**src/sv/aru_pkg.sv**
```systemverilog
package aru_pkg;

	localparam int SAMPLE_W  = 32;
	localparam int WINDOW_MAX = 64;
	localparam int IDX_W     = $clog2(WINDOW_MAX);
	localparam int AGE_W     = 7;
	localparam int PCT_W     = 15;
	localparam int NUM_W     = PCT_W + IDX_W;
	localparam int DIV_STEPS = PCT_W;
	localparam int CNT_W     = $clog2(DIV_STEPS + 1);

	localparam logic [IDX_W-1:0] WINDOW_N_RESET = IDX_W'(20);
	localparam logic [PCT_W-1:0] Q8_FULL_SCALE  = PCT_W'(25600);
	localparam logic [AGE_W-1:0] AGE_LIMIT      = {AGE_W{1'b1}};

	// offset-binary key so that unsigned compares order signed samples
	typedef logic [SAMPLE_W-1:0] sample_t;

	localparam sample_t SIGN_BIT = {1'b1, {(SAMPLE_W-1){1'b0}}};

	// search token that walks from the oldest window cell toward the newest
	typedef struct packed {
		logic             v;
		sample_t          best;
		logic [IDX_W-1:0] gap;
	} tok_t;

	typedef enum logic [2:0] {
		ST_IDLE,
		ST_SCAN_START,
		ST_SCAN,
		ST_MUL,
		ST_DIV,
		ST_DONE
	} state_t;

endpackage

```
**src/sv/aru_div.sv**
```systemverilog
module aru_div (
	input  logic                        clk,
	input  logic                        arst_n,
	input  logic                        start,
	input  logic [aru_pkg::NUM_W-1:0]   num,
	input  logic [aru_pkg::IDX_W-1:0]   den,
	output logic                        done,
	output logic [aru_pkg::PCT_W-1:0]   quot
);
	import aru_pkg::*;

	logic [IDX_W-1:0] rem_q;
	logic [PCT_W-1:0] low_q;
	logic [PCT_W-1:0] quot_q;
	logic [CNT_W-1:0] cnt_q;
	logic             busy_q;
	logic             done_q;

	logic [IDX_W:0]   trial;
	logic [IDX_W:0]   diff;
	logic             ge;

	// remainder stays below den, so one extra bit covers the trial value
	assign trial = {rem_q, low_q[PCT_W-1]};
	assign ge    = trial >= {1'b0, den};
	assign diff  = trial - {1'b0, den};

	always_ff @(posedge clk or negedge arst_n) begin
		if (!arst_n) begin
			busy_q <= 1'b0;
			done_q <= 1'b0;
			cnt_q  <= '0;
		end else begin
			done_q <= 1'b0;
			if (start) begin
				busy_q <= 1'b1;
				cnt_q  <= CNT_W'(DIV_STEPS);
			end else if (busy_q) begin
				cnt_q <= cnt_q - CNT_W'(1);
				if (cnt_q == CNT_W'(1)) begin
					busy_q <= 1'b0;
					done_q <= 1'b1;
				end
			end
		end
	end

	always_ff @(posedge clk) begin
		if (start) begin
			// quotient fits PCT_W bits, so the top bits are already below den
			rem_q  <= num[NUM_W-1:PCT_W];
			low_q  <= num[PCT_W-1:0];
			quot_q <= '0;
		end else if (busy_q) begin
			rem_q  <= ge ? diff[IDX_W-1:0] : trial[IDX_W-1:0];
			low_q  <= {low_q[PCT_W-2:0], 1'b0};
			quot_q <= {quot_q[PCT_W-2:0], ge};
		end
	end

	assign done = done_q;
	assign quot = quot_q;

endmodule

```
**config.mk**
```make
export PLATFORM = sky130hd
export DESIGN_NAME = aru_div
export DESIGN_NICKNAME = d
export VERILOG_FILES = /design/src/sv/aru_pkg.sv /design/src/sv/aru_div.sv
export SDC_FILE = /design/constraint.sdc
export NUM_CORES = 1
export LEC_CHECK = 0
export ABC_AREA = 1
export BUFFER_PORTS_ARGS = -buffer_cell sky130_fd_sc_hd__buf_2
export CELL_PAD_IN_SITES_DETAIL_PLACEMENT = 1
export CELL_PAD_IN_SITES_GLOBAL_PLACEMENT = 2
export CORE_MARGIN = 5
export CORE_UTILIZATION = 32
export CTS_BUF_LIST = sky130_fd_sc_hd__clkbuf_4
export CTS_CLUSTER_DIAMETER = 50
export DETAILED_ROUTE_END_ITERATION = 16
export PLACE_DENSITY_LB_ADDON = 0.1
export SYNTH_ARGS = -nofsm -noshare
export SYNTH_HDL_FRONTEND = slang
export SYNTH_SLANG_ARGS = --single-unit
```
**constraint.sdc**
```tcl
create_clock -name clk -period 1.95 [get_ports clk]
set_input_delay 0.195 -clock clk [delete_from_list [all_inputs] [get_ports clk]]
set_output_delay 0.195 -clock clk [all_outputs]
set_load 0.005 [all_outputs]
```
# Word-level counts from Yosys, hierarchy flattened
# Cells that the tools add are included.
# totals
word_cells	24
out_inout_bits	16
inputBits	30
register_bits	42
# op_classes
eq_ne	1
add_sub_neg	2
reduce_logical	1
magnitude_cmp	1
mux	13
# op_table
cell	count
$mux 15	2
$mux 6	3
$mux 4	2
$ge 7x6->1	1
$mux 1	6
$sub 6x6->6	1
$eq 4x1->1 const B	1
$sub 4x1->4 const B	1
$reduce_bool 2->1	1

# Logic depth before layout (Yosys ltp)
# logic_depth
ltp_word	4
mapped_depth	12

# Worst setup path after synthesis
# OpenSTA, ideal clock, no wires.
# synth_path
path_kind	register -> register
startpoint	register low_q[14]
endpoint	register rem_q[4] (data pin)
stages_incl_launch_ff	11
n_path_buf	0
slack_ns	0.338
arrival_ns	1.359
required_ns	1.697
synth_period_minus_slack_ns	1.612
cell_sequence	edfxtp_1 inv_1 ha_1 inv_1 fa_1 inv_1 o211ai_1 nand2_1 nand2_1 nand3_1 nand2_1
# synth_via
elab_chain_len	4
word_cells_on_any_way	5
# synth_rtl
item	line_no	rtl
start: declaration	aru_div.sv:13	logic [PCT_W-1:0] low_q;
start signal: assignment	aru_div.sv:52	low_q <= num[PCT_W-1:0];
start signal: assignment	aru_div.sv:56	low_q <= {low_q[PCT_W-2:0], 1'b0};
$sub 6x6->6 or $ge 7x6->1 (tied branches)	aru_div.sv:26, aru_div.sv:25	
$mux 6 *	aru_div.sv:55	rem_q <= ge ? diff[IDX_W-1:0] : trial[IDX_W-1:0];
$mux 6 *	aru_div.sv:54	end else if (busy_q) begin
$mux 6 *	aru_div.sv:49	if (start) begin
end signal: assignment	aru_div.sv:51	rem_q <= num[NUM_W-1:PCT_W];
end signal: assignment	aru_div.sv:55	
end: declaration	aru_div.sv:12	logic [IDX_W-1:0] rem_q;
# Every way passes the cells marked *; elsewhere a longest branch is shown, timed or not. The select of a mux whose other input is x is not followed.
# A chain may end at the register's enable or synchronous reset.

# Worst setup path in the final report
# layout_path
startpoint	register rem_q[1]
endpoint	register rem_q[0] (data pin)
# layout_via
elab_chain_len	4
# layout_rtl
item	line_no	rtl
$ge 7x6->1	aru_div.sv:25	assign ge = trial >= {1'b0, den};
$mux 6	aru_div.sv:55	
$mux 6	aru_div.sv:54	
$mux 6	aru_div.sv:49	
# No other way between the ends. The select of a mux whose other input is x is not followed.

==> load_flow_metrics.sql <==
INSERT INTO impl_metrics (metric_group, metric, value, unit) VALUES
('outcome', 'run_status', 'finished clean', ''),
('worst_setup_path', 'cp_num_buf_inv', '0', ''),
('global_route', 'globalRoute.totalOverflow', '0', ''),
('clock_tree', 'clock_sink_total', '42', ''),
('final_layout', 'ff_latch_area', '0.00108', 'mm²'),
('route', 'first_iter_violations', '38', ''),
('power_and_ir_drop', 'power.share.switching', '33.7', '%'),
('worst_setup_path', 'worst-path-max-fanout', '7', ''),
('final_layout', 'stdcell_count', '367', ''),
('worst_setup_path', 'cp_slowest_stage_delay', '0.44', 'ns'),
('global_route', 'gr-max-usage-layer', 'met2', ''),
('worst_hold_path', 'worstHoldPathCells', '3', ''),
('worst_setup_path', 'critical-path-slowest-cell', 'edfxtp_1', ''),
('final_layout', 'share_of_final_layout_standard_cells_stronger_than_drive_strength_1', '22.1', '%'),
('final_layout', 'most_used_cells_in_the_layout_excluding_fill_and_tap_cells', 'nand2_1 (85), buf_2 (45), inv_1 (42), edfxtp_1 (21), dfxtp_1 (15)', ''),
('floorplanning', 'floorplan.io_pins', '46', ''),
('clock_tree', 'clkLatencyLatePin', '0.36', 'ns'),
('logic_synthesis', 'synth_seq_area_share', '52.8', '%'),
('placement', 'detailedPlace.worstSlack', '0.103', 'ns'),
('power_and_ir_drop', 'sequential_group_share_of_total_power', '50.2', '%'),
('global_route', 'grt_use_met3', '3.76', '%'),
('route', 'remaining_drc_errors', '0', ''),
('power_and_ir_drop', 'pwr-share-clk', '20.6', '%'),
('logic_synthesis', 'yosys_most_used_dff', 'edfxtp_1', ''),
('sta', 'timing.final.max_slew_violations', '0', ''),
('logic_synthesis', 'yosysWarnings', '0', ''),
('global_route', 'wire_length_of_the_first_global_routing_pass', '8.04', 'mm'),
('final_layout', 'filler_cells_inserted', '783', ''),
('sta', 'final.min_clock_period', '1.77', 'ns'),
('final_layout', 'nets', '328', ''),
('worst_setup_path', 'worst_r2r_endpoint', 'rem_q[0]', ''),
('route', 'detail_route.first_pass.iterations', '4', ''),
('floorplanning', 'dieWidth', '90.0', 'µm'),
('worst_hold_path', 'worst_hold_path_type', 'in -> reg', ''),
('sta', 'tns', '0', 'ns'),
('placement', 'dp_hpwl', '3.47', 'mm'),
('clock_tree', 'tritoncts', 'done', ''),
('final_layout', 'antenna_cells', '0', ''),
('sta', 'max-slew-margin-rel', '57.9', '%'),
('floorplanning', 'die_area', '0.00810', 'mm²'),
('power_and_ir_drop', 'power.ir.vdd_worst', '0.306', 'mV'),
('placement', 'gpl.final_weighted_congestion', '0.702', ''),
('logic_synthesis', 'postSynthAreaPerCell', '8.50', 'µm²'),
('global_route', 'grt_start_max_net_pins', '36', ''),
('worst_hold_path', 'holdCritStartpoint', 'num[0]', ''),
('worst_setup_path', 'critPathMostFrequentCell', 'nand2_1', ''),
('final_layout', 'final_common_cell', 'nand2_1', ''),
('global_route', 'grt_pass1_vias', '1732', ''),
('power_and_ir_drop', 'p_leak', '1.22', 'nW'),
('sta', 'post-route-worst-setup-slack', '0.180', 'ns'),
('worst_setup_path', 'path_delay_family', 'simple AND/OR/NAND/NOR gates', ''),
('floorplanning', 'floorplan.die.height', '90.0', 'µm'),
('clock_tree', 'numCtsBuffers', '5', ''),
('worst_setup_path', 'crit_arrival', '1.88', 'ns'),
('route', 'wire_per_inst', '12.5', 'µm'),
('floorplanning', 'fp.coreArea', '0.00628', 'mm²'),
('clock_tree', 'post-cts-setup-buffer-count', '0', ''),
('sta', 'grt_setup_unrepaired', 'false', ''),
('power_and_ir_drop', 'power_spent_charging_and_discharging_nets', '0.723', 'mW'),
('global_route', 'antenna_found_initial', '0', ''),
('logic_synthesis', 'synth.cell_area', '0.00205', 'mm²'),
('route', 'route.detailed.vias_per_inst', '4.45', ''),
('sta', 'finalHoldViolations', '0', ''),
('logic_synthesis', 'count_of_flip_flops_with_a_built_in_enable_after_synthesis', '21', ''),
('logic_synthesis', 'ffs_latches_synth', '42', ''),
('sta', 'fin_skew', '0.0180', 'ns'),
('logic_synthesis', 'synth_cell_types', '27', ''),
('worst_setup_path', 'sequence_of_cells_on_the_critical_path', 'ha_2 -> nand2_1 -> nor2_1 -> nand2_1 -> nand3_4 -> nand2_1 -> nand3_1 -> nand2_1', ''),
('job', 'timing.max_cap.violations', '0', ''),
('power_and_ir_drop', 'finalPower', '2.15', 'mW'),
('route', 'postRouteWirelength', '4.58', 'mm');
area by class of cell:
class,instances,share of cell area (%)
Clock inverter,3,0.777
Tap cell,77,3.99
Multi-Input combinational cell,147,31.5
Clock buffer,5,1.55
Inverter,45,7.10
Timing Repair Buffer,48,10.4
Sequential cell,42,44.8
synthesized netlist by cell type (2+ instances only):
master | count | area (µm²)
ha_1 | 8 | 100
clkbuf_1 | 2 | 7.51
nand3_1 | 9 | 45.0
o21ai_0 | 6 | 30.0
dfrtp_1 | 6 | 150
o22ai_1 | 14 | 87.6
dfxtp_1 | 15 | 300
a21oi_1 | 3 | 15.0
xnor2_1 | 2 | 17.5
nand2_1 | 85 | 319
nand4_1 | 2 | 12.5
nor2_1 | 9 | 33.8
buf_2 | 3 | 15.0
inv_1 | 43 | 161
edfxtp_1 | 21 | 631
nand2_2 | 2 | 12.5
power groups by stage:
stage          sequential, mW  clock (mW)  combinational (mW)
3_5_place_dp             1.10           0               0.634
6_report                 1.08       0.442               0.625
2_1_floorplan            1.09           0               0.473
4_1_cts                  1.08       0.465               0.641
5_1_grt                  1.09       0.500               0.732
3_3_place_gp             1.09           0               0.630
worst max-delay path by stage:
| stage | startpoint | to | slack [ns] | depth (start not counted) |
|---|---|---|---|---|
| after floorplan | low_q[14] | rem_q[4] | 0.34 | 10 |
| after detailed placement | low_q[14] | rem_q[4] | 0.10 | 10 |
| after global placement | low_q[14] | rem_q[4] | 0.15 | 10 |
| final | rem_q[1] | rem_q[0] | 0.18 | 8 |
| after global routing | low_q[14] | rem_q[4] | 0.02 | 11 |
| after CTS | low_q[14] | rem_q[4] | 0.07 | 10 |
cell families (layout without fill, tap and decap cells):
| kind of cell | Yosys count | count (layout) | synth area share [%] |
|---|---|---|---|
| compound gates | 26 | 26 | 8.00 |
| buf+inv | 52 | 101 | 10.4 |
| fa+ha+maj | 9 | 9 | 5.86 |
| xor+xnor | 2 | 2 | 0.855 |
| flops | 42 | 42 | 52.8 |
| simple gates | 110 | 110 | 22.1 |
registers in the layout, summed over array words and instances (netlist names):
| register | flops |
|---|---|
| rem_q | 6 |
| low_q | 15 |
| cnt_q | 4 |
| done | 1 |
| busy_q | 1 |
| quot | 15 |
worst min-delay path, stage by stage:
cell	delay (ns)
buf_2	0.07
nand2_1	0.04
inv_1	0.04
metrics by stage:
step	hold slack (ns)	instance area [µm²]
after global placement	0.0298	2340
final	0.0877	2410
after floorplan	-0.101	2050
after detailed placement	0.0332	2340
after CTS	0.0757	2410
after global routing	0.0825	2410
repair_timing:
action                                  in CTS  in global routing
endpoints found under the hold margin        6                  0
gates resized for setup                      0                  3
hold buffers                                 1                  0
endpoints found under the setup margin       0                  4
metal layers:
| metal | vias to the layer above | wire length [µm] |
|---|---|---|
| met5 | - | 0 |
| met4 | 0 | 52 |
| met3 | 5 | 186 |
| met2 | 30 | 2080 |
| met1 | 742 | 2260 |
| li1 | 856 | - |
(Power assumes the default switching activity.)
