<file path="config.mk">
export PLATFORM = sky130hd
export DESIGN_NAME = aru_cell
export DESIGN_NICKNAME = d
export VERILOG_FILES = /design/src/sv/aru_pkg.sv /design/src/sv/aru_cell.sv
export SDC_FILE = /design/constraint.sdc
export NUM_CORES = 1
export LEC_CHECK = 0
export ABC_AREA = 1
export BUFFER_PORTS_ARGS = -buffer_cell sky130_fd_sc_hd__buf_2
export CAP_MARGIN = 15
export CORE_MARGIN = 2
export CORE_UTILIZATION = 43
export CTS_CLUSTER_SIZE = 20
export DETAILED_ROUTE_END_ITERATION = 7
export PLACE_DENSITY = 0.76
export SLEW_MARGIN = 20
export SYNTH_ARGS = -nofsm -noshare
export SYNTH_HDL_FRONTEND = slang
export SYNTH_SLANG_ARGS = --single-unit
export TNS_END_PERCENT = 50
</file>
<file path="constraint.sdc">
create_clock -name clk -period 1.6 [get_ports clk]
set_input_delay 0.32 -clock clk [delete_from_list [all_inputs] [get_ports clk]]
set_output_delay 0.32 -clock clk [all_outputs]
set_load 0.03 [all_outputs]
</file>
<file path="src/sv/aru_pkg.sv">
package aru_pkg;

	localparam int SAMPLE_W  = 32;
	localparam int WINDOW_MAX = 64;
	localparam int IDX_W     = $clog2(WINDOW_MAX);
	localparam int AGE_W     = 7;
	localparam int PCT_W     = 15;
	localparam int NUM_W     = PCT_W + IDX_W;
	localparam int DIV_STEPS = PCT_W;
	localparam int CNT_W     = $clog2(DIV_STEPS + 1);

	localparam logic [IDX_W-1:0] WINDOW_N_RESET = IDX_W'(20);
	localparam logic [PCT_W-1:0] Q8_FULL_SCALE  = PCT_W'(25600);
	localparam logic [AGE_W-1:0] AGE_LIMIT      = {AGE_W{1'b1}};

	// offset-binary key so that unsigned compares order signed samples
	typedef logic [SAMPLE_W-1:0] sample_t;

	localparam sample_t SIGN_BIT = {1'b1, {(SAMPLE_W-1){1'b0}}};

	// search token that walks from the oldest window cell toward the newest
	typedef struct packed {
		logic             v;
		sample_t          best;
		logic [IDX_W-1:0] gap;
	} tok_t;

	typedef enum logic [2:0] {
		ST_IDLE,
		ST_SCAN_START,
		ST_SCAN,
		ST_MUL,
		ST_DIV,
		ST_DONE
	} state_t;

endpackage

</file>
<file path="src/sv/aru_cell.sv">
module aru_cell (
	input  logic            clk,
	input  logic            arst_n,
	input  logic            shift_en,
	input  aru_pkg::sample_t sample_in,
	output aru_pkg::sample_t sample_out,
	input  logic            start,
	input  aru_pkg::tok_t   tok_in,
	output aru_pkg::tok_t   tok_out
);
	import aru_pkg::*;

	sample_t          smp_q;
	logic             tok_v_q;
	sample_t          tok_best_q;
	logic [IDX_W-1:0] tok_gap_q;
	tok_t             tok_d;

	always_ff @(posedge clk) begin
		if (shift_en) begin
			smp_q <= sample_in;
		end
	end

	// newer sample wins on ties, so the compare is >= as the token moves newer
	always_comb begin
		tok_d = tok_in;
		if (start) begin
			tok_d.v    = 1'b1;
			tok_d.best = smp_q;
			tok_d.gap  = '0;
		end else if (tok_in.v) begin
			if (smp_q >= tok_in.best) begin
				tok_d.best = smp_q;
				tok_d.gap  = '0;
			end else begin
				tok_d.gap = tok_in.gap + IDX_W'(1);
			end
		end
	end

	always_ff @(posedge clk or negedge arst_n) begin
		if (!arst_n) begin
			tok_v_q <= 1'b0;
		end else begin
			tok_v_q <= tok_d.v;
		end
	end

	always_ff @(posedge clk) begin
		tok_best_q <= tok_d.best;
		tok_gap_q  <= tok_d.gap;
	end

	assign sample_out = smp_q;
	assign tok_out    = {tok_v_q, tok_best_q, tok_gap_q};

endmodule

</file>
Yosys cells after proc, flatten, opt, wreduce, memory -nomap -nowiden
Cells that the tools add are included.
{ "word_totals": {"ff_bits": 71, "input_bits": 75, "output_inout_bits": 71} }
{ "op_classes": {"addsub": 1, "magnitude_cmp": 1, "mux": 5} }
{ "op_table": {"columns": ["cell", "count"], "rows": [
  ["38-bit two-way mux", 2],
  ["32-bit >= comparator", 1],
  ["32-bit two-way mux", 1],
  ["6-bit by 1-bit adder with 6-bit output (second input constant)", 1],
  ["6-bit two-way mux", 1],
  ["1-bit two-way mux", 1]
]} }

Logic depth before layout (Yosys ltp)
Gate-level depths: netlist of run 1.
{ "depth": {"ltp_word": 4, "ltp_mapped": 17, "ltp_nobuf": 16} }

Worst setup path before layout of run 1
No wires, ideal clock.
{ "synth_timing": {"path_kind": "register -> register", "from": "register smp_q[7] (netlist: sample_out[7])", "to": "register tok_best_q[10]", "arrival_time_ns": 1.831, "path_slack_ns": -0.344, "path_stages_with_launch": 16, "path_buffers": 2, "synth_period_minus_slack_ns": 1.944, "path_cell_list": "edfxtp_1 > ha_1 > nand2_1 > inv_2 > nand2_1 > nand2_1 > nor2_1 > nand2_1 > nand2_1 > nand2_1 > nand2_2 > nand2_4 > buf_12 > buf_12 > nand3_2 > nand2_1"} }
{ "synth_rtl": {"columns": ["element", "line_no", "text"], "rows": [
  ["start, declared", "aru_cell.sv:13", "sample_t smp_q;"],
  ["start signal, assigned", "aru_cell.sv:21", "smp_q <= sample_in;"],
  ["end signal, assigned", "aru_cell.sv:51", "tok_best_q <= tok_d.best;"],
  ["end, declared", "aru_cell.sv:15", "sample_t tok_best_q;"]
]} }

==> metrics.log, run 1 <==
[metrics] part of the Yosys area used for sequential elements: 0.516
[metrics] count of buffers from port buffering: 145
[metrics] category of the worst setup path capture point: flop
[metrics] start-to-end type of the worst setup path: flop to flop
[metrics] average detailed-routed wire length per instance: 13.7 um
[metrics] Global Route Usage Sum: 0.199
[metrics] crit path launch type: flop
[metrics] final global-route overflow total: 0
[metrics] row count: 32
[metrics] Min-Delay Path Depth: 1
[metrics] Crit path arrival time: approximately 2.2 ns
[metrics] largest clock skew in the final design: ~0.0085 ns
[metrics] number of cells on the worst reg-to-reg path: 15
[metrics] share of post-route cells with drive strength above 1: 0.509
[metrics] die area: between 8000 and 9000 sq um
[metrics] post-synth cell types: 28
[metrics] worst endpoint required time: about 1.9 ns
[metrics] mean instance size in the synthesized netlist: 9.81 sq um
[metrics] number of ports placed on the die boundary: between 100 and 150
[metrics] net count of the finished layout: 643
[metrics] Max FO, Critical Path: 8
[metrics] Clock Tree Buf Depth: 2
[metrics] slew at the pin with the worst max-slew slack: 0.340 ns
[metrics] Vias/cell: 4.72
[metrics] height of the die: between 90 and 100 um
[metrics] number of antenna violations at the first check in global routing: 0
[metrics] Final Hold Viols: 0
[metrics] Rel. slew slack: 0.773
[metrics] Chip Width: between 90 and 100 um
[metrics] CTS tree: yes
[metrics] launch point of the worst path: sample_out[7]
[metrics] Antenna Diode Count: 0
[metrics] final routed DRC violation total: 0
[metrics] cell types occupying the most area after synthesis: sky130_fd_sc_hd__edfxtp_1 28%, sky130_fd_sc_hd__dfxtp_1 22%, sky130_fd_sc_hd__ha_1 12%
[metrics] Sink Count: between 70 and 80
[metrics] via count: 3032
[metrics] max-cap violations: 0
[metrics] synthesized netlist cell count: between 300 and 400
[metrics] maximum level of the CTS H-tree: 3
[metrics] synthesized area: between 3000 and 4000 sq um
[metrics] Inserted Clock Buffers: 9
[metrics] HPWL Detailed: just over 6000 um
[metrics] detailed-route wire length: 8780 um
[metrics] total nets after synthesis: ~450
[metrics] GPL Wtd Cong: 0.828
[metrics] worst flop-to-flop path startpoint: sample_out[7]
[metrics] final worst-path setup slack: -0.353 ns
[metrics] type of the most critical hold path: primary input to flop
[metrics] library cell with the largest summed area after synthesis: sky130_fd_sc_hd__edfxtp_1
[metrics] Cell Pwr Density: between 1000 and 1500 nW/um^2
[metrics] flip-flop and latch count after synthesis: 71
[metrics] overall power consumption: between 5 and 6 mW
[metrics] total of warnings raised by yosys: 0
[metrics] Clock transition at path regs: around 0.08 ns
[metrics] Worst Hold Launch: sample_in[20]
[metrics] core box area: between 7000 and 8000 sq um
[metrics] area share of the largest cell type after synthesis: 0.284
[metrics] static leakage power: approximately 2.6 nW
[metrics] latest clock arrival within the worst-skew pair: roughly 0.34 ns
[metrics] minimum clock period: between 1.5 and 2 ns
[metrics] first-pass GRT wire length: ~13000 um
[metrics] post-place setup slack: -0.336 ns
[metrics] area growth from synthesis to layout: 47.3%
[metrics] unrepaired setup endpoints after global routing: true
[metrics] status: finished with violations
[metrics] starting density of the core: 0.440
[metrics] maximum number of pins on one net before global-route repair: 32
[metrics] timing-limited maximum frequency: a little over 0.5 GHz
[metrics] ratio of final minimum period to clock period: 1.22
[metrics] count of pins over their slew limit: 0
[metrics] Detail Route Antenna Nets: 0
[metrics] worst-case vdd ir drop: between 0.6 and 0.7 mV
[metrics] root buffer cell: sky130_fd_sc_hd__clkbuf_8
[metrics] 1st-iter DRT viols: 77
[metrics] violations in the final reports: negative setup slack
[metrics] first-pass detailed-route iteration total: 4
[metrics] count of endpoints failing setup in the final report: 38
[metrics] number of global-route vias before repair: about 3000
## registers in the layout (all words and copies together) (netlist names)
| register | count |
|---|---|
| tok_v_q | 1 |
| sample_out | 32 |
| tok_best_q | 32 |
| tok_gap_q | 6 |
## stage by stage
stage	area (sq um)	utilization	cells	hold WS, ns	setup TNS, ns
4_1_cts	4720	0.614	636	0.131	-10.48
3_3_place_gp	4480	0.583	619	0.0948	-10.06
6_report	4980	0.648	642	0.146	-11.93
2_1_floorplan	3380	-	345	0.0244	-10.43
5_1_grt	4980	0.648	642	0.131	-16.43
3_5_place_dp	4480	0.583	619	0.0982	-11.78
## synth_stat cells
cell and instances:
sky130_fd_sc_hd__ha_1 33, sky130_fd_sc_hd__dfxtp_1 38, sky130_fd_sc_hd__buf_2 2, sky130_fd_sc_hd__dfrtp_1 1, sky130_fd_sc_hd__clkbuf_1 1, sky130_fd_sc_hd__nand2_1 100, sky130_fd_sc_hd__nand4_1 3, sky130_fd_sc_hd__xnor2_1 2
sky130_fd_sc_hd__edfxtp_1 32, sky130_fd_sc_hd__nand3_1 13, sky130_fd_sc_hd__nand3_2 20, sky130_fd_sc_hd__nor3_1 2, sky130_fd_sc_hd__or2_1 1, sky130_fd_sc_hd__buf_12 3, sky130_fd_sc_hd__a21oi_1 19, sky130_fd_sc_hd__inv_2 1
sky130_fd_sc_hd__o21ai_1 2, sky130_fd_sc_hd__buf_4 6, sky130_fd_sc_hd__nand2_2 2, sky130_fd_sc_hd__a21oi_2 1, sky130_fd_sc_hd__nand2_4 2, sky130_fd_sc_hd__buf_6 1, sky130_fd_sc_hd__inv_1 42, sky130_fd_sc_hd__o21ai_0 2
sky130_fd_sc_hd__nor2_1 11, sky130_fd_sc_hd__o22ai_1 1, sky130_fd_sc_hd__xor2_1 3, sky130_fd_sc_hd__o21a_1 1
## critical path, stage by stage, from the launching register on
cell                        delay, ns
sky130_fd_sc_hd__edfxtp_1        0.45
sky130_fd_sc_hd__ha_4            0.30
sky130_fd_sc_hd__nand2_2         0.04
sky130_fd_sc_hd__inv_2           0.05
sky130_fd_sc_hd__nand2_2         0.06
sky130_fd_sc_hd__nor2_2          0.08
sky130_fd_sc_hd__nor2_1          0.05
sky130_fd_sc_hd__nand2_1         0.09
sky130_fd_sc_hd__nand2_1         0.07
sky130_fd_sc_hd__nand2_2         0.07
sky130_fd_sc_hd__nand2_2         0.06
sky130_fd_sc_hd__nand2_4         0.14
sky130_fd_sc_hd__nand2_8         0.09
sky130_fd_sc_hd__clkbuf_16       0.19
sky130_fd_sc_hd__nand2_4         0.07
sky130_fd_sc_hd__nand2_2         0.04
## path summary, 6_finish.rpt
| check | to | slack (ns) |
|---|---|---|
| hold / removal | sample_out[20] | 0.15 |
| min in group asynchronous | tok_v_q | 0.28 |
| setup / recovery | tok_best_q[14] | -0.35 |
| hold reg to reg | tok_best_q[23] | 0.61 |
| setup reg to reg | tok_best_q[14] | -0.35 |
| max in group asynchronous | tok_v_q | 1.24 |
## repair_timing
action                                 in CTS  in global routing
endpoints found under the hold margin       1                  0
resized for setup                           3                 46
hold buffers                                1                  0
pin swaps                                   0                 10
cloned                                      0                  3
buffers inserted                            0                  3
setup endpoints to repair                  38                 38
## final cells by class
cell class              count  area, sq um
clock buffers              10          138
clock inverters             6         83.8
fillers                   605         2700
inverters                  43          161
multi-input cells         218         1520
flip-flops and latches     71         1750
well taps                 102          128
repair buffers            192         1210
## routing by layer
| layer | part of all wire | global-route usage |
|---|---|---|
| met5 | 0 | 0 |
| met1 | 0.42 | 0.232 |
| met2 | 0.51 | 0.352 |
| met3 | 0.057 | 0.0431 |
| met4 | 0.017 | 0.0882 |
## cells in the final DEF (no fill, tap or decap), types with 3 or more instances in the layout
master and instances:
sky130_fd_sc_hd__nand3_2 20, sky130_fd_sc_hd__nand2_4 7, sky130_fd_sc_hd__buf_2 145, sky130_fd_sc_hd__buf_4 37
sky130_fd_sc_hd__clkbuf_8 10, sky130_fd_sc_hd__nand4_1 3, sky130_fd_sc_hd__dfxtp_1 38, sky130_fd_sc_hd__inv_1 41
sky130_fd_sc_hd__nand2_1 66, sky130_fd_sc_hd__ha_1 30, sky130_fd_sc_hd__clkbuf_16 3, sky130_fd_sc_hd__ha_4 3
sky130_fd_sc_hd__xor2_1 3, sky130_fd_sc_hd__buf_12 6, sky130_fd_sc_hd__a21oi_1 18, sky130_fd_sc_hd__nand2_2 30
sky130_fd_sc_hd__nand3_1 13, sky130_fd_sc_hd__nor2_1 8, sky130_fd_sc_hd__edfxtp_1 32, sky130_fd_sc_hd__nor2_2 3
## where the power goes
group          switching, mW  leakage [nW]  internal (mW)  total (mW)
Combinational          0.949          1.87          0.585        1.53
Clock                  0.674         0.106          0.912        1.59
Sequential            0.0740         0.643           2.10        2.18
## cell families (layout without fill, tap and decap cells)
kind of cell / after synthesis / after routing / synth area share
adder cells (fa/ha/maj): 33 / 33 / 0.122
XOR/XNOR: 5 / 5 / 0.0129
buffers and inverters: 56 / 251 / 0.0861
AND/OR/NAND/NOR: 154 / 154 / 0.222
flip-flops: 71 / 71 / 0.516
AO/OA/AOI/OAI: 26 / 26 / 0.0407
No activity file was read; power rests on OpenSTA's default activity.
==> inputs of run 2 (changes only) <==
CORE_UTILIZATION = 50   (was 43)
PLACE_DENSITY = 0.83   (was 0.76)
clock period = 2.4 ns   (was 1.6 ns; I/O delays follow)
==> metrics.log, run 2 (synthesized netlist as in run 1, its figures left out) <==
[metrics] die area: 7440 sq um (-13%)
[metrics] crit path launch type: flop
[metrics] Sink Count: 71 (unchanged)
[metrics] final-layout fill cell count: 547 (-9.6%)
[metrics] final core utilization: 0.661 (+0.0124)
[metrics] timing-limited maximum frequency: 0.483 GHz (-5.6%)
[metrics] count of endpoints failing setup in the final report: 0 (-100%)
[metrics] starting density of the core: 0.524 (+0.0838)
[metrics] Vias/cell: 4.98 (+5.5%)
[metrics] number of cells on the worst reg-to-reg path: 10 (-5)
[metrics] number of ports placed on the die boundary: 146 (unchanged)
[metrics] busiest grt layer: met2
[metrics] unrepaired setup endpoints after global routing: false
[metrics] cell count after placement: 558 (-9.9%)
[metrics] fin cells: 575 (-10%)
[metrics] category of the worst setup path capture point: flop
[metrics] Rel. slew slack: 0.487 (-0.287)
[metrics] number of antenna violations at the first check in global routing: 0 (unchanged)
[metrics] crit-path most repeated cell: sky130_fd_sc_hd__nand2_1
[metrics] average detailed-routed wire length per instance: 13.7 um (+0.29%)
[metrics] Global Route Usage Sum: 0.217 (+0.0181)
[metrics] maximum number of pins on one net before global-route repair: 33 (+3.1%)
[metrics] commonest non-fill, non-tap cell in the layout: sky130_fd_sc_hd__buf_2
[metrics] ratio of final minimum period to clock period: 0.862 (-0.359)
[metrics] static leakage power: 2.30 nW (-12%)
[metrics] highest cell delay on the worst timing path: 0.43 ns (-0.02 ns)
[metrics] share of post-route cells with drive strength above 1: 0.373 (-0.136)
[metrics] Detail Route Antenna Nets: 0 (unchanged)
[metrics] total area of sequential cells: 1750 sq um (unchanged)
[metrics] area of the multi-input gates: 1350 sq um (-11%)
[metrics] Crit path arrival time: 2.28 ns (+0.08 ns)
[metrics] fraction of met2 tracks used by global routing: 0.397 (+0.0459)
[metrics] post-place setup slack: 0.177 ns (+0.513 ns)
[metrics] Final Hold Viols: 0 (unchanged)
[metrics] detailed-route wire length: 7890 um (-10%)
[metrics] max-cap violations: 0 (unchanged)
[metrics] Slowest cell on crit path: sky130_fd_sc_hd__edfxtp_1
[metrics] latest clock arrival within the worst-skew pair: 0.33 ns (about the same)
[metrics] area growth from synthesis to layout: 26.1%
[metrics] via count: 2866 (-5.5%)
[metrics] Chip Width: 86.3 um (-7.0%)
[metrics] count of buffers from port buffering: 145 (unchanged)
[metrics] worst endpoint required time: 2.62 ns (+0.77 ns)
[metrics] status: finished, final reports clean
[metrics] 1st-iter DRT viols: 93 (+21%)
[metrics] Cell Pwr Density: 713 nW/um^2 (-33%)
[metrics] number of global-route vias before repair: 2813 (-6.3%)
[metrics] slew at the pin with the worst max-slew slack: 0.770 ns (+0.430 ns)
[metrics] endpoint of the most critical setup path: tok_best_q[3]
[metrics] final global-route overflow total: 0 (unchanged)
[metrics] Inserted Clock Buffers: 9 (unchanged)
[metrics] critical-path cell list: ha_1 -> nand2_1 -> nor2_1 -> nand2_1 -> nor2_1 -> nand2_2 -> nand2_4 -> nand2_4 -> nand2_1 -> nand2_1
[metrics] type of the most critical hold path: primary input to flop
[metrics] overall power consumption: 3.04 mW (-43%)
[metrics] TNS Setup: 0 ns (+11.93 ns)
[metrics] Worst Hold Launch: sample_in[9]
[metrics] HPWL Detailed: 5980 um (-4.0%)
[metrics] minimum clock period: 2.07 ns (+0.115 ns)
[metrics] final worst-path setup slack: 0.331 ns (+0.685 ns)
[metrics] post-cts repair resize count: 0 (-3)
[metrics] first-pass GRT wire length: 12600 um (-5.1%)
[metrics] met3 demand-to-capacity share in global routing: 0.0438 (+0.000685)
[metrics] row count: 29 (-9.4%)
[metrics] Max FO, Critical Path: 32 (+24)
[metrics] GPL Wtd Cong: 0.811 (-2.0%)
[metrics] net count of the finished layout: 601 (-6.5%)
[metrics] launch point of the worst path: sample_out[31]
[metrics] destination of the worst register-to-register timing path: tok_best_q[3]
[metrics] Antenna Diode Count: 0 (unchanged)
[metrics] start-to-end type of the worst setup path: flop to flop
[metrics] height of the die: 86.3 um (-7.0%)
[metrics] final routed DRC violation total: 0 (unchanged)
[metrics] worst-case vdd ir drop: 0.439 mV (-35%)
[metrics] core box area: 6460 sq um (-16%)
[metrics] GR Util met1: 0.245 (+0.0127)
[metrics] maximum level of the CTS H-tree: 3 (unchanged)
[metrics] Clock Tree Buf Depth: 2 (unchanged)
[metrics] root buffer cell: sky130_fd_sc_hd__clkbuf_8
[metrics] internal reg-to-reg setup slack: 0.33 ns (+0.68 ns)
[metrics] first-pass detailed-route iteration total: 4 (unchanged)
[metrics] count of pins over their slew limit: 0 (unchanged)
[metrics] largest clock skew in the final design: 0.0103 ns (+0.00177 ns)
[metrics] worst flop-to-flop path startpoint: sample_out[31]
[metrics] CTS tree: yes
[metrics] Clock transition at path regs: 0.07 ns (about the same)
[metrics] most used cells in the layout excluding fill and tap cells: 145 x sky130_fd_sc_hd__buf_2, 100 x sky130_fd_sc_hd__nand2_1, 42 x sky130_fd_sc_hd__inv_1
==> run 2: changes by cell type in the layout (fill, tap and decap cells not counted), moves of 4 or more <==
cell	change
sky130_fd_sc_hd__clkbuf_1	+4
sky130_fd_sc_hd__buf_12	-6
sky130_fd_sc_hd__buf_4	-33
sky130_fd_sc_hd__nand2_4	-5
sky130_fd_sc_hd__nand2_1	+34
sky130_fd_sc_hd__nand2_2	-28
==> run 2: power breakdown <==
group	internal, mW	switching [mW]	total (mW)
registers	1.40	0.0628	1.47
clock network	0.368	0.396	0.764
logic	0.261	0.553	0.814
==> run 2: through the flow <==
| stage | hold WS (ns) | area, sq um |
|---|---|---|
| final | 0.317 | 4270 |
| after global routing | 0.304 | 4270 |
| after CTS | 0.299 | 4270 |
| after detailed placement | 0.258 | 4110 |
| after global placement | 0.254 | 4110 |
| after floorplan | 0.184 | 3380 |
==> run 2: worst min-delay path by stage <==
stage | cells past startpoint | end | slack (ns)
5_1_grt | 1 | sample_out[25] | 0.30
4_1_cts | 1 | sample_out[9] | 0.30
3_5_place_dp | 1 | tok_v_q | 0.26
6_report | 1 | sample_out[9] | 0.32
2_1_floorplan | 0 | tok_v_q | 0.18
3_3_place_gp | 1 | tok_v_q | 0.25
==> run 2: area by class of cell <==
class / instances / area share
clock inverter: 3 / 0.00293
clock buffer: 13 / 0.0325
tap: 77 / 0.0226
sequential: 71 / 0.409
inverter: 43 / 0.0378
timing repair buffer: 150 / 0.179
multi-input combinational: 218 / 0.315
==> run 2: metal layers <==
metal / wire length (um) / vias up
li1: - / 1420
met3: 494 / 17
met1: 3070 / 1316
met2: 4190 / 113
met4: 133 / 0
met5: 0 / -
==> run 2: timing repair <==
action	CTS	global route
endpoints found under the hold margin	1	0
buffers inserted	0	0
hold buffers	1	0
==> run 2: critical path: cells and delay by family, from the launching register on <==
| family | cells | cell delay [ns] |
|---|---|---|
| DFF | 1 | 0.43 |
| adders and majority gates | 1 | 0.33 |
| and+or+nand+nor | 9 | 1.17 |
